File: src/hw/rtl/assert_macros.svh
// Assertion macros shared by the RTL.
// No dependencies.
`ifndef ASSERT_MACROS_SVH
`define ASSERT_MACROS_SVH
`ifndef SYNTHESIS
`define ASSERT_IMPL(label, cond, msg) \
  label: assert property (@(posedge clk) disable iff (!rst_n) (cond)) else $error(msg);
`define ASSERT_NEXT(label, pre, post, msg) \
  label: assert property (@(posedge clk) disable iff (!rst_n) (pre) |=> (post)) else $error(msg);
`else
`define ASSERT_IMPL(label, cond, msg)
`define ASSERT_NEXT(label, pre, post, msg)
`endif
`endif

File: src/hw/rtl/sha_pkg.sv
// SHA-256 constants, command and status types.
// No dependencies.
package sha_pkg;
  typedef logic [31:0] word_t;

  localparam word_t H_INIT [8] = '{
    32'h6a09e667, 32'hbb67ae85, 32'h3c6ef372, 32'ha54ff53a,
    32'h510e527f, 32'h9b05688c, 32'h1f83d9ab, 32'h5be0cd19};

  localparam word_t K_TAB [64] = '{
    32'h428a2f98, 32'h71374491, 32'hb5c0fbcf, 32'he9b5dba5, 32'h3956c25b, 32'h59f111f1,
    32'h923f82a4, 32'hab1c5ed5, 32'hd807aa98, 32'h12835b01, 32'h243185be, 32'h550c7dc3,
    32'h72be5d74, 32'h80deb1fe, 32'h9bdc06a7, 32'hc19bf174, 32'he49b69c1, 32'hefbe4786,
    32'h0fc19dc6, 32'h240ca1cc, 32'h2de92c6f, 32'h4a7484aa, 32'h5cb0a9dc, 32'h76f988da,
    32'h983e5152, 32'ha831c66d, 32'hb00327c8, 32'hbf597fc7, 32'hc6e00bf3, 32'hd5a79147,
    32'h06ca6351, 32'h14292967, 32'h27b70a85, 32'h2e1b2138, 32'h4d2c6dfc, 32'h53380d13,
    32'h650a7354, 32'h766a0abb, 32'h81c2c92e, 32'h92722c85, 32'ha2bfe8a1, 32'ha81a664b,
    32'hc24b8b70, 32'hc76c51a3, 32'hd192e819, 32'hd6990624, 32'hf40e3585, 32'h106aa070,
    32'h19a4c116, 32'h1e376c08, 32'h2748774c, 32'h34b0bcb5, 32'h391c0cb3, 32'h4ed8aa4a,
    32'h5b9cca4f, 32'h682e6ff3, 32'h748f82ee, 32'h78a5636f, 32'h84c87814, 32'h8cc70208,
    32'h90befffa, 32'ha4506ceb, 32'hbef9a3f7, 32'hc67178f2};

  localparam logic [7:0] PAD_MARK = 8'h80;
  localparam logic [5:0] LEN_AT = 6'd56;

  // byte source for a push
  localparam logic [1:0] SRC_DATA = 2'd0;
  localparam logic [1:0] SRC_MARK = 2'd1;
  localparam logic [1:0] SRC_ZERO = 2'd2;
  localparam logic [1:0] SRC_LEN  = 2'd3;

  typedef struct packed {
    logic       push;       // write one byte into the block buffer
    logic [1:0] src;
    logic       count_bits; // add 8 to the message length
    logic       start;      // load working vars, begin rounds
    logic       round;      // run one round
    logic       fold;       // add working vars into chain
    logic       init;       // restart message
    logic       shift_out;  // rotate chain for digest output
  } cmd_t;

  typedef struct packed {
    logic [6:0] fill;
    logic [2:0] len_idx;
    logic       rounds_done;
  } stat_t;

  function automatic word_t ror(word_t x, int n);
    return (x >> n) | (x << (32 - n));
  endfunction
endpackage

File: src/hw/rtl/sha_datapath.sv
// SHA-256 datapath: block buffer as 16-word schedule window, rounds, chain.
// Depends on sha_pkg.
module sha_datapath (
  input  logic           clk,
  input  logic           rst_n,
  input  sha_pkg::cmd_t  cmd,
  input  logic [7:0]     data_byte,
  output sha_pkg::stat_t stat,
  output logic [31:0]    digest_word
);
  sha_pkg::word_t w_r [16];
  sha_pkg::word_t v_r [8];
  sha_pkg::word_t h_r [8];
  logic [6:0]  fill_r;
  logic [63:0] bits_r, len_r;
  logic [2:0]  len_idx_r;
  logic [5:0]  rnd_r;
  logic [7:0]  byte_sel;
  sha_pkg::word_t s0, s1, w_new, se, ch, t1, sa, mj;

  always_comb begin
    case (cmd.src)
      sha_pkg::SRC_DATA: byte_sel = data_byte;
      sha_pkg::SRC_MARK: byte_sel = sha_pkg::PAD_MARK;
      sha_pkg::SRC_LEN:  byte_sel = len_r[63:56];
      default:           byte_sel = 8'd0;
    endcase
    s0 = sha_pkg::ror(w_r[1], 7) ^ sha_pkg::ror(w_r[1], 18) ^ (w_r[1] >> 3);
    s1 = sha_pkg::ror(w_r[14], 17) ^ sha_pkg::ror(w_r[14], 19) ^ (w_r[14] >> 10);
    w_new = w_r[0] + s0 + w_r[9] + s1;
    se = sha_pkg::ror(v_r[4], 6) ^ sha_pkg::ror(v_r[4], 11) ^ sha_pkg::ror(v_r[4], 25);
    ch = (v_r[4] & v_r[5]) ^ (~v_r[4] & v_r[6]);
    t1 = v_r[7] + se + ch + sha_pkg::K_TAB[rnd_r] + w_r[0];
    sa = sha_pkg::ror(v_r[0], 2) ^ sha_pkg::ror(v_r[0], 13) ^ sha_pkg::ror(v_r[0], 22);
    mj = (v_r[0] & v_r[1]) ^ (v_r[0] & v_r[2]) ^ (v_r[1] & v_r[2]);
  end

  assign stat.fill = fill_r;
  assign stat.len_idx = len_idx_r;
  assign stat.rounds_done = (rnd_r == 6'd63);
  assign digest_word = h_r[0];

  // window: bytes shift in at the low end of w_r[fill/4]; rounds shift words out at w_r[0]
  always_ff @(posedge clk) begin
    if (cmd.push) begin
      w_r[fill_r[5:2]] <= {w_r[fill_r[5:2]][23:0], byte_sel};
    end else if (cmd.round) begin
      for (int i = 0; i < 15; i++) w_r[i] <= w_r[i+1];
      w_r[15] <= w_new;
    end
    if (cmd.start) begin
      v_r <= h_r;
    end else if (cmd.round) begin
      v_r[7] <= v_r[6]; v_r[6] <= v_r[5]; v_r[5] <= v_r[4];
      v_r[4] <= v_r[3] + t1;
      v_r[3] <= v_r[2]; v_r[2] <= v_r[1]; v_r[1] <= v_r[0];
      v_r[0] <= t1 + sa + mj;
    end
  end

  always_ff @(posedge clk) begin
    if (!rst_n || cmd.init) begin
      h_r <= sha_pkg::H_INIT;
      fill_r <= 7'd0;
      bits_r <= 64'd0;
      len_idx_r <= 3'd0;
      rnd_r <= 6'd0;
    end else begin
      if (cmd.count_bits) bits_r <= bits_r + 64'd8;
      if (cmd.push) begin
        fill_r <= fill_r + 7'd1;
        if (cmd.src == sha_pkg::SRC_MARK) len_r <= bits_r;
        if (cmd.src == sha_pkg::SRC_LEN) begin
          len_r <= {len_r[55:0], 8'd0};
          len_idx_r <= len_idx_r + 3'd1;
        end
      end
      if (cmd.start) begin
        fill_r <= 7'd0;
        rnd_r <= 6'd0;
      end
      if (cmd.round) rnd_r <= rnd_r + 6'd1;
      if (cmd.fold) begin
        for (int i = 0; i < 8; i++) h_r[i] <= h_r[i] + v_r[i];
      end
      if (cmd.shift_out) begin
        for (int i = 0; i < 7; i++) h_r[i] <= h_r[i+1];
        h_r[7] <= h_r[0];
      end
    end
  end
endmodule

File: src/hw/rtl/sha_ctrl.sv
// SHA-256 sequencer: accepts bytes, pads, runs rounds, emits digest.
// Depends on sha_pkg.
module sha_ctrl (
  input  logic           clk,
  input  logic           rst_n,
  input  logic           in_tvalid,
  output logic           in_tready,
  input  logic           byte_valid,
  input  logic           message_end,
  input  logic           out_tready,
  output logic           out_tvalid,
  output logic [2:0]     word_idx,
  output sha_pkg::cmd_t  cmd,
  input  sha_pkg::stat_t stat
);
  localparam logic [2:0] S_IDLE = 3'd0, S_ROUND = 3'd1, S_FOLD = 3'd2,
                         S_PAD = 3'd3, S_OUT = 3'd4;
  logic [2:0] st_r, st_nxt;
  logic       pad_r, pad_nxt;       // message end pending
  logic       mark_r, mark_nxt;     // 0x80 already written
  logic       lenblk_r, lenblk_nxt; // length bytes belong in the current block
  logic       len_done_r;           // all eight length bytes written
  logic [2:0] idx_r, idx_nxt;
  logic       acc;

  assign in_tready = (st_r == S_IDLE);
  assign acc = in_tvalid && in_tready;
  assign out_tvalid = (st_r == S_OUT);
  assign word_idx = idx_r;

  always_comb begin
    cmd = '0;
    st_nxt = st_r; pad_nxt = pad_r; mark_nxt = mark_r; idx_nxt = idx_r;
    lenblk_nxt = lenblk_r;
    case (st_r)
      S_IDLE: if (acc) begin
        if (byte_valid) begin
          cmd.push = 1'b1; cmd.src = sha_pkg::SRC_DATA; cmd.count_bits = 1'b1;
        end
        pad_nxt = message_end;
        mark_nxt = 1'b0;
        if (byte_valid && stat.fill == 7'd63) begin
          st_nxt = S_ROUND; cmd.start = 1'b1;
        end else if (message_end) st_nxt = S_PAD;
      end
      S_PAD: begin
        cmd.push = 1'b1;
        if (!mark_r) begin
          // mark past byte 55 leaves no room for the length in this block
          cmd.src = sha_pkg::SRC_MARK; mark_nxt = 1'b1;
          lenblk_nxt = (stat.fill[5:0] < sha_pkg::LEN_AT);
        end else if (lenblk_r && stat.fill[5:0] >= sha_pkg::LEN_AT) begin
          cmd.src = sha_pkg::SRC_LEN;
        end else cmd.src = sha_pkg::SRC_ZERO;
        if (stat.fill == 7'd63) begin
          cmd.start = 1'b1; st_nxt = S_ROUND;
        end
      end
      S_ROUND: begin
        cmd.round = 1'b1;
        if (stat.rounds_done) st_nxt = S_FOLD;
      end
      S_FOLD: begin
        cmd.fold = 1'b1;
        if (!pad_r) st_nxt = S_IDLE;
        else if (len_done_r) begin
          st_nxt = S_OUT; idx_nxt = 3'd0; // length bytes written: digest done
        end else begin
          st_nxt = S_PAD; lenblk_nxt = 1'b1;
        end
      end
      S_OUT: if (out_tready) begin
        cmd.shift_out = 1'b1;
        idx_nxt = idx_r + 3'd1;
        if (idx_r == 3'd7) begin
          cmd.init = 1'b1; st_nxt = S_IDLE; pad_nxt = 1'b0;
        end
      end
      default: st_nxt = S_IDLE;
    endcase
  end

  always_ff @(posedge clk) begin
    if (!rst_n) begin
      st_r <= S_IDLE; pad_r <= 1'b0; mark_r <= 1'b0; idx_r <= 3'd0;
      lenblk_r <= 1'b0; len_done_r <= 1'b0;
    end else begin
      st_r <= st_nxt; pad_r <= pad_nxt; mark_r <= mark_nxt; idx_r <= idx_nxt;
      lenblk_r <= lenblk_nxt;
      if (cmd.init || acc) len_done_r <= 1'b0;
      else if (cmd.push && cmd.src == sha_pkg::SRC_LEN && stat.len_idx == 3'd7)
        len_done_r <= 1'b1;
    end
  end
endmodule

File: src/hw/rtl/sha256_message_hasher_core.sv
// SHA-256 message hasher core. A byte that fills a block starts 64 rounds,
// one per cycle, then the fold, and no input is taken until they are done.
// Message end adds padding at one byte a cycle, one or two blocks of rounds,
// then 8 digest requests. Input waits while padding, rounds or output run.
// Reset (rst_n, synchronous, low) loads initial hash, clears length and fill.
`include "assert_macros.svh"
module sha256_message_hasher_core (
  input  logic        clk,
  input  logic        rst_n,
  input  logic        in_tvalid,
  output logic        in_tready,
  input  logic [7:0]  in_tdata,  // data_byte
  input  logic        in_tlast,  // message_end
  input  logic        in_tuser,  // byte_valid
  output logic        out_tvalid,
  input  logic        out_tready,
  output logic [39:0] out_tdata, // digest_word[31:0], word_index[34:32], zero fill
  output logic        out_tlast  // last_word
);
  sha_pkg::cmd_t  cmd;
  sha_pkg::stat_t stat;
  logic [31:0] dw;
  logic [2:0]  widx;

  sha_ctrl u_ctrl (
    .clk, .rst_n, .in_tvalid, .in_tready, .byte_valid(in_tuser),
    .message_end(in_tlast), .out_tready, .out_tvalid, .word_idx(widx),
    .cmd, .stat);

  sha_datapath u_dp (
    .clk, .rst_n, .cmd, .data_byte(in_tdata), .stat, .digest_word(dw));

  assign out_tdata = {5'd0, widx, dw};
  assign out_tlast = (widx == 3'd7);

  `ASSERT_IMPL(a_no_both, !(in_tready && out_tvalid), "input taken during output")
  `ASSERT_NEXT(a_last_idle, out_tvalid && out_tready && out_tlast, in_tready,
               "no return to idle after digest")
endmodule

File: config.mk
export PLATFORM = sky130hd
export DESIGN_NAME = sha256_message_hasher_core
export DESIGN_NICKNAME = d
export VERILOG_FILES = /design/src/hw/rtl/sha_pkg.sv /design/src/hw/rtl/sha_datapath.sv /design/src/hw/rtl/sha_ctrl.sv /design/src/hw/rtl/sha256_message_hasher_core.sv
export VERILOG_INCLUDE_DIRS = /design/src /design/src/hw/rtl
export SDC_FILE = /design/constraint.sdc
export NUM_CORES = 2
export LEC_CHECK = 0
export BUFFER_PORTS_ARGS = -buffer_cell sky130_fd_sc_hd__buf_2
export CORE_MARGIN = 10
export CORE_UTILIZATION = 45
export CTS_CLUSTER_DIAMETER = 150
export DETAILED_ROUTE_END_ITERATION = 8
export GPL_ROUTABILITY_DRIVEN = 0
export SLEW_MARGIN = 0
export SYNTH_ARGS = -nofsm -noshare
export SYNTH_HDL_FRONTEND = slang
export SYNTH_SLANG_ARGS = --single-unit
File: constraint.sdc
create_clock -name clk -period 7.8 [get_ports clk]
set_input_delay 0 -clock clk [delete_from_list [all_inputs] [get_ports clk]]
set_output_delay 0 -clock clk [all_outputs]
set_load 0.03 [all_outputs]
After elaboration in Yosys (flattened, before gate mapping)
Memories as Yosys holds them, arrays and structs flattened. A register that Yosys moved wholly into a read port is not among the register bits.
Index checks and enable logic that the tools add are counted.

word-level totals
  flip-flop bits (word level) = 666
  memory bits (writable) = 512
  ROM bits = 2048
  input bits = 14
  output and inout bits = 43
  logic and storage cells = 192
  memories kept = 2

cells by class
  add/subtract/negate cells = 23
  order comparisons = 3
  equality and inequality tests = 20
  muxes and demuxes = 59
  bitwise gates (word level) = 30
  reductions and logical operators = 27

memories
  memory           words  width  rd ports  clocked after memory_dff  wr ports  line                source
  (no name shown)  64     32     1         0                         0         sha_datapath.sv:33  t1 = v_r[7] + se + ch + sha_pkg::K_TAB[rnd_r] + w_r[0];
  u_dp.w_r         16     32     17        1                         16        sha_datapath.sv:11  sha_pkg::word_t w_r [16];

operator list
  cell                                            count
  2-to-1 mux 256 bit                              4
  adder 32 bit                                    18
  bitwise XOR 32 bit                              9
  AND 32 bit                                      5
  2-to-1 mux 64 bit                               2
  2-to-1 mux 32 bit                               3
  adder 64 x 4 -> 64 bit (second input constant)  1
  2-to-1 mux 3 bit                                12
  inverter 32 bit                                 1
  bitwise OR 10 x 32 -> 32 bit                    1
  bitwise OR 13 x 32 -> 32 bit                    1
  bitwise OR 14 x 32 -> 32 bit                    1
  bitwise OR 15 x 32 -> 32 bit                    1
  bitwise OR 19 x 32 -> 32 bit                    1
  bitwise OR 21 x 32 -> 32 bit                    1
  bitwise OR 25 x 32 -> 32 bit                    1
  bitwise OR 26 x 32 -> 32 bit                    1
  bitwise OR 30 x 32 -> 32 bit                    1
  bitwise OR 7 x 32 -> 32 bit                     1
  OR reduction 32 bit                             1
  bitwise XOR 32 x 22 -> 32 bit                   1
  bitwise XOR 32 x 29 -> 32 bit                   1
  case mux 8 bit (3 select lines)                 1
  2-to-1 mux 1 bit                                20
  36 further kinds                                73

Longest topological paths before layout
  depth after elaboration = 11
  gate-level depth with buffers = 43
  mapped depth without buffers = 42

By module
From an unflattened synthesis, not the netlist that was laid out.

second synthesis, totals
  cells, all modules = 7879
  area, all modules = 79621.4 um^2

by module, submodules not included
  module                      instances  cells each  area an instance (um^2)  seq. area each (um^2)
  sha_datapath                1          7793        78893.2                  31640.3
  sha_ctrl                    1          79          680.7                    200.2
  sha256_message_hasher_core  1          7           47.5                     0.0

Least setup slack after synthesis
OpenSTA, ideal clock, no wires.

  path kind = register -> register
  start = register u_dp.rnd_r[1]
  end = register u_dp.v_r[255] (netlist name), data pin
  setup time = 0.267 ns
  data arrival time = 8.335 ns
  required time = 7.533 ns
  slack = -0.802 ns
  cell stages (with the launch flop) = 41
  path buffers = 1
  period minus slack after synthesis = 8.602 ns
  cell sequence = dfxtp_1 -> inv_1 -> ha_1 -> clkbuf_1 -> nand2_1 -> nand2_1 -> mux2_2 -> a211oi_1 -> a31oi_1 -> fa_1 -> inv_1 -> fa_1 -> fa_1 -> inv_1 -> ha_1 -> inv_1 -> fa_1 -> nor2b_1 -> [5 not listed] -> a21o_1 -> a21oi_1 -> o21bai_1 -> a21o_1 -> xnor2_1 -> fa_1 -> inv_1 -> ha_1 -> a21oi_1 -> o221a_2 -> o21ai_0 -> a211oi_1 -> o31ai_1 -> a221o_1 -> a21oi_1 -> xnor2_1 -> xnor2_1 -> o21ai_0

between the ends
  longest elaborated chain between the ends = 10

ends and longest elaborated chain
  item                                                   line                source
  from (decl)                                            sha_datapath.sv:17  logic [5:0] rnd_r;
  from (signal assigned)                                 sha_datapath.sv:82  if (cmd.round) rnd_r <= rnd_r + 6'd1;
  inverter 6 -> 7 bit (not written as such)              sha_datapath.sv:33
  memory read (64 x 32 bit)                              --
  2-to-1 mux 32 bit (not written as such) (2 in series)  sha_datapath.sv:33
  adder 32 bit (2 in series)                             sha_datapath.sv:33
  adder 32 bit (2 in series)                             sha_datapath.sv:57  v_r[0] <= t1 + sa + mj;
  2-to-1 mux 256 bit                                     sha_datapath.sv:53  end else if (cmd.round) begin
  2-to-1 mux 256 bit                                     sha_datapath.sv:51  if (cmd.start) begin
  to (signal assigned)                                   sha_datapath.sv:52  v_r <= h_r;
  to (decl)                                              sha_datapath.sv:12  sha_pkg::word_t v_r [8];

Every way passes these cells. The select of a mux whose other input is x is not followed.
A chain may end at the register's enable or synchronous reset.

Worst setup path in the final report
  start = register u_dp.rnd_r[0]
  end = register u_dp.v_r[255] (netlist name), data pin

The elaborated chain is that of the path after synthesis.

==> key figures <==
Run status
  – Status: finished, violations left
  – Violations in the final reports: negative setup slack

Hold path
  – Min-Delay Path Depth: 4
  – Hold Path Sink: u_ctrl.lenblk_r
  – Hold path startpoint: rst_n
  – Worst hold path type: input pin to flip-flop

Yosys
  – XOR/XNOR share of the synthesized area: 6.688%
  – Top post-synthesis cells by area: edfxtp_1 (32%), dfxtp_1 (8.9%), ha_1 (6.4%)
  – Ys Warns: 0
  – Multiplexer share of the synthesized area: 5.183%
  – Main synth FF type: edfxtp_1
  – EDFF count, synth: 829
  – Async SR Flop Fraction: 0%
  – Area of the mapped netlist: 78040 sq um
  – Compound-gate portion of the synthesized area: 19.79%
  – Number of synthesized register bits: 1176
  – Largest area contributor in the netlist: edfxtp_1
  – Main combinational cell family by area after synthesis: compound AO/OA/AOI/OAI gates
  – Synth top area share: 31.90%
  – Area share of fa/ha/maj cells after synthesis: 11.70%
  – Syn Area/Cell: 10.04 sq um
  – Seq/Total Area, Yosys: 40.80%
  – Unique masters post-synth: 110
  – Simple-gate share of the synthesized area: 11.27%
  – Synth Instances: 7777

STA
  – Final hold vios: 0
  – Setup violators final: 8
  – Max Freq: 0.1245 GHz
  – Final worst slack: -0.2334 ns
  – Worst Max-Slew Pin Slew: 1.331 ns
  – Unrepaired setup endpoints after global routing: yes
  – Slew Limit Fails: 0
  – Worst Skew: 0.06253 ns
  – Final period util: 103.0%
  – Post-layout minimum cycle time: 8.033 ns
  – Slew headroom: 10.31%

Floorplanning
  – Initial Util: 45.34%
  – Core area: 172100 sq um
  – Die area: 190500 sq um
  – Ports: 57
  – Chip width: 436.5 microns
  – Row Count: 152
  – Die Height: 436.5 microns

CTS
  – Clk buf depth: 3
  – Clock Latency Late Sink: 0.81 ns
  – Clock Pin Slew Worst Setup and Hold Paths: 0.06 ns
  – CTS tree: yes
  – H-tree levels: 4
  – Root Buffer: clkbuf_16
  – Sink Count: 1176
  – CTS buffer count: 139

Global route
  – Antenna violations before repair: 7
  – Grt total ovfl: 0
  – Gr usage total: 26.46%
  – Largest net degree at the start of global routing: 207
  – First-pass GRT wire length: 391900 microns
  – Number of global-route vias before repair: 60.76k

Final layout
  – Layout cells sized above 1: 14.62%
  – Fillers: 15.52k
  – Nets: 8565
  – Non-filler cells, final: 10.38k
  – Area Growth Syn to Fin: 13.58%

Setup path
  – Setup CP Type: flip-flop to flip-flop
  – Worst endpoint required time: 8.31 ns
  – Worst Setup SP: u_dp.rnd_r[0]
  – Crit path capture type: flip-flop
  – Largest stage delay on the critical path: 0.55 ns
  – Critical path's most frequent cell: fa_1
  – Critical path arrival: 8.55 ns
  – CP bufs+invs: 5
  – Crit path max fanout: 6
  – Critical path startpoint category: flip-flop
  – Crit Reg-Reg Startpoint: u_dp.rnd_r[0]
  – Reg2reg end: u_dp.v_r[255]
  – CP delay by family, top: compound AO/OA/AOI/OAI gates
  – Reg2reg path depth: 37
  – Slowest CP cell: fa_1
  – R2R setup slack: -0.23 ns

Detailed routing
  – DRT iter0 DRCs: 6664
  – TritonRoute pass-1 iters: 6
  – Via-per-instance ratio: 6.116
  – Routed wire length: 261500 microns
  – Vias: 63.45k
  – Detail Route Antenna Nets: 0
  – DRC Markers: 0
  – Wirelength per Cell: 25.20 microns

Placement
  – Setup Slack @ Placement: -0.8438 ns
  – # port buffers: 51
  – Detailed placement HPWL: 184200 microns
  – Placed cell count: 10.10k

Job
  – Max_cap viols: 0
-- registers in the layout, summed over array words and instances, names as in the netlist, 6 cells and up, named ones only --
register / count
u_dp.v_r: 256
u_dp.rnd_r: 6
u_dp.w_r: 512
u_dp.bits_r: 61
u_dp.len_r: 61
u_dp.digest_word: 32
u_dp.h_r: 224
u_dp.fill_r: 7
-- cell usage in the layout (no fill, tap or decap), types with 44 or more instances in the layout --
cell type / count
or3_1: 44
a21oi_1: 445
nand2b_1: 76
buf_4: 464
and3_1: 57
a31oi_1: 54
nand3_1: 109
mux2_2: 76
edfxtp_1: 829
clkbuf_1: 44
a221oi_1: 135
dfxtp_1: 338
a21o_1: 664
mux4_2: 126
o21bai_1: 46
o21a_1: 51
fa_1: 192
inv_1: 372
a22oi_1: 102
xnor2_1: 343
o211ai_1: 48
nor2_1: 341
nand2_1: 965
buf_2: 51
o21ai_0: 365
nor2b_1: 52
nand4_1: 47
xor2_1: 245
ha_1: 382
nor3_1: 66
clkbuf_16: 142
-- synthesized netlist by cell type, types with 56 or more instances --
library cell / instances
a221oi_1: 135
nor3_1: 75
edfxtp_1: 829
clkbuf_1: 408
ha_1: 400
nand3_1: 110
nor2_1: 352
dfxtp_1: 347
mux2_2: 77
inv_1: 379
xor2_1: 246
a21o_1: 664
xnor2_1: 350
and3_1: 58
nor2b_1: 56
fa_1: 195
o21ai_0: 416
mux4_2: 126
nand2_1: 974
a22oi_1: 102
nand2b_1: 77
a21oi_1: 478
-- tightest hold or removal path: cells and delay by family --
family	cells	cell delay, ns
AO/OA/AOI/OAI	2	0.13
buffers and inverters	2	0.72
-- repair_timing --
item,CTS,global route
buffers inserted,9,7
gates resized for setup,84,110
endpoints found under the hold margin,39,0
endpoints found under the setup margin,24,24
hold buffers,14,0
pin swaps,35,39
-- logic make-up after synthesis --
| kind of cell | count (synthesis) |
|---|---|
| compound gates | 2310 |
| xor+xnor | 596 |
| fa+ha+maj | 617 |
| buf+inv | 896 |
| flops | 1176 |
| mux | 237 |
| other cells | 1 |
| simple gates | 1944 |
-- cell type report --
| type | count | area [sq um] | share of cell area, % |
|---|---|---|---|
| Antenna cell | 3 | 7.507 | 0.008469 |
| Inverter | 381 | 1448 | 1.633 |
| Tap cell | 2310 | 2890 | 3.261 |
| Sequential cell | 1176 | 31860 | 35.95 |
| Clock buffer | 199 | 3897 | 4.397 |
| Clock inverter | 48 | 586.8 | 0.6620 |
| Multi-Input combinational cell | 5709 | 43710 | 49.31 |
| Timing Repair Buffer | 549 | 4235 | 4.778 |
-- per-stage QoR --
step	utilization, %	TNS [ns]	instance area, sq um	hold WS, ns
after global routing	51.50	-4.195	88630	0.1039
after global placement	48.31	-6.302	83150	0.3435
after CTS	51.21	-0.4142	88130	0.06457
final	51.50	-0.4812	88640	0.09852
after floorplan	-	0	78190	0.2147
after detailed placement	48.31	-8.628	83150	0.3600
-- layer usage --
| metal | track usage (%) | part of all wire [%] | vias up |
|---|---|---|---|
| met2 | 42.37 | 46 | 2685 |
| met1 | 36.06 | 42 | 31690 |
| met4 | 9.835 | 3.9 | 6 |
| li1 | - | - | 28580 |
| met3 | 4.193 | 7.8 | 497 |
| met5 | 0 | 0.017 | - |
-- worst max path at each step --
stage | endpoint | cells after the start
after floorplan | u_dp.v_r[252] | 40
after global placement | u_dp.v_r[255] | 34
after detailed placement | u_dp.v_r[255] | 36
after CTS | u_dp.v_r[255] | 39
after global routing | u_dp.v_r[255] | 37
final | u_dp.v_r[255] | 37
Power is not shown: default switching activity piles up to over one toggle a cycle in this logic, so the estimate is an artifact.
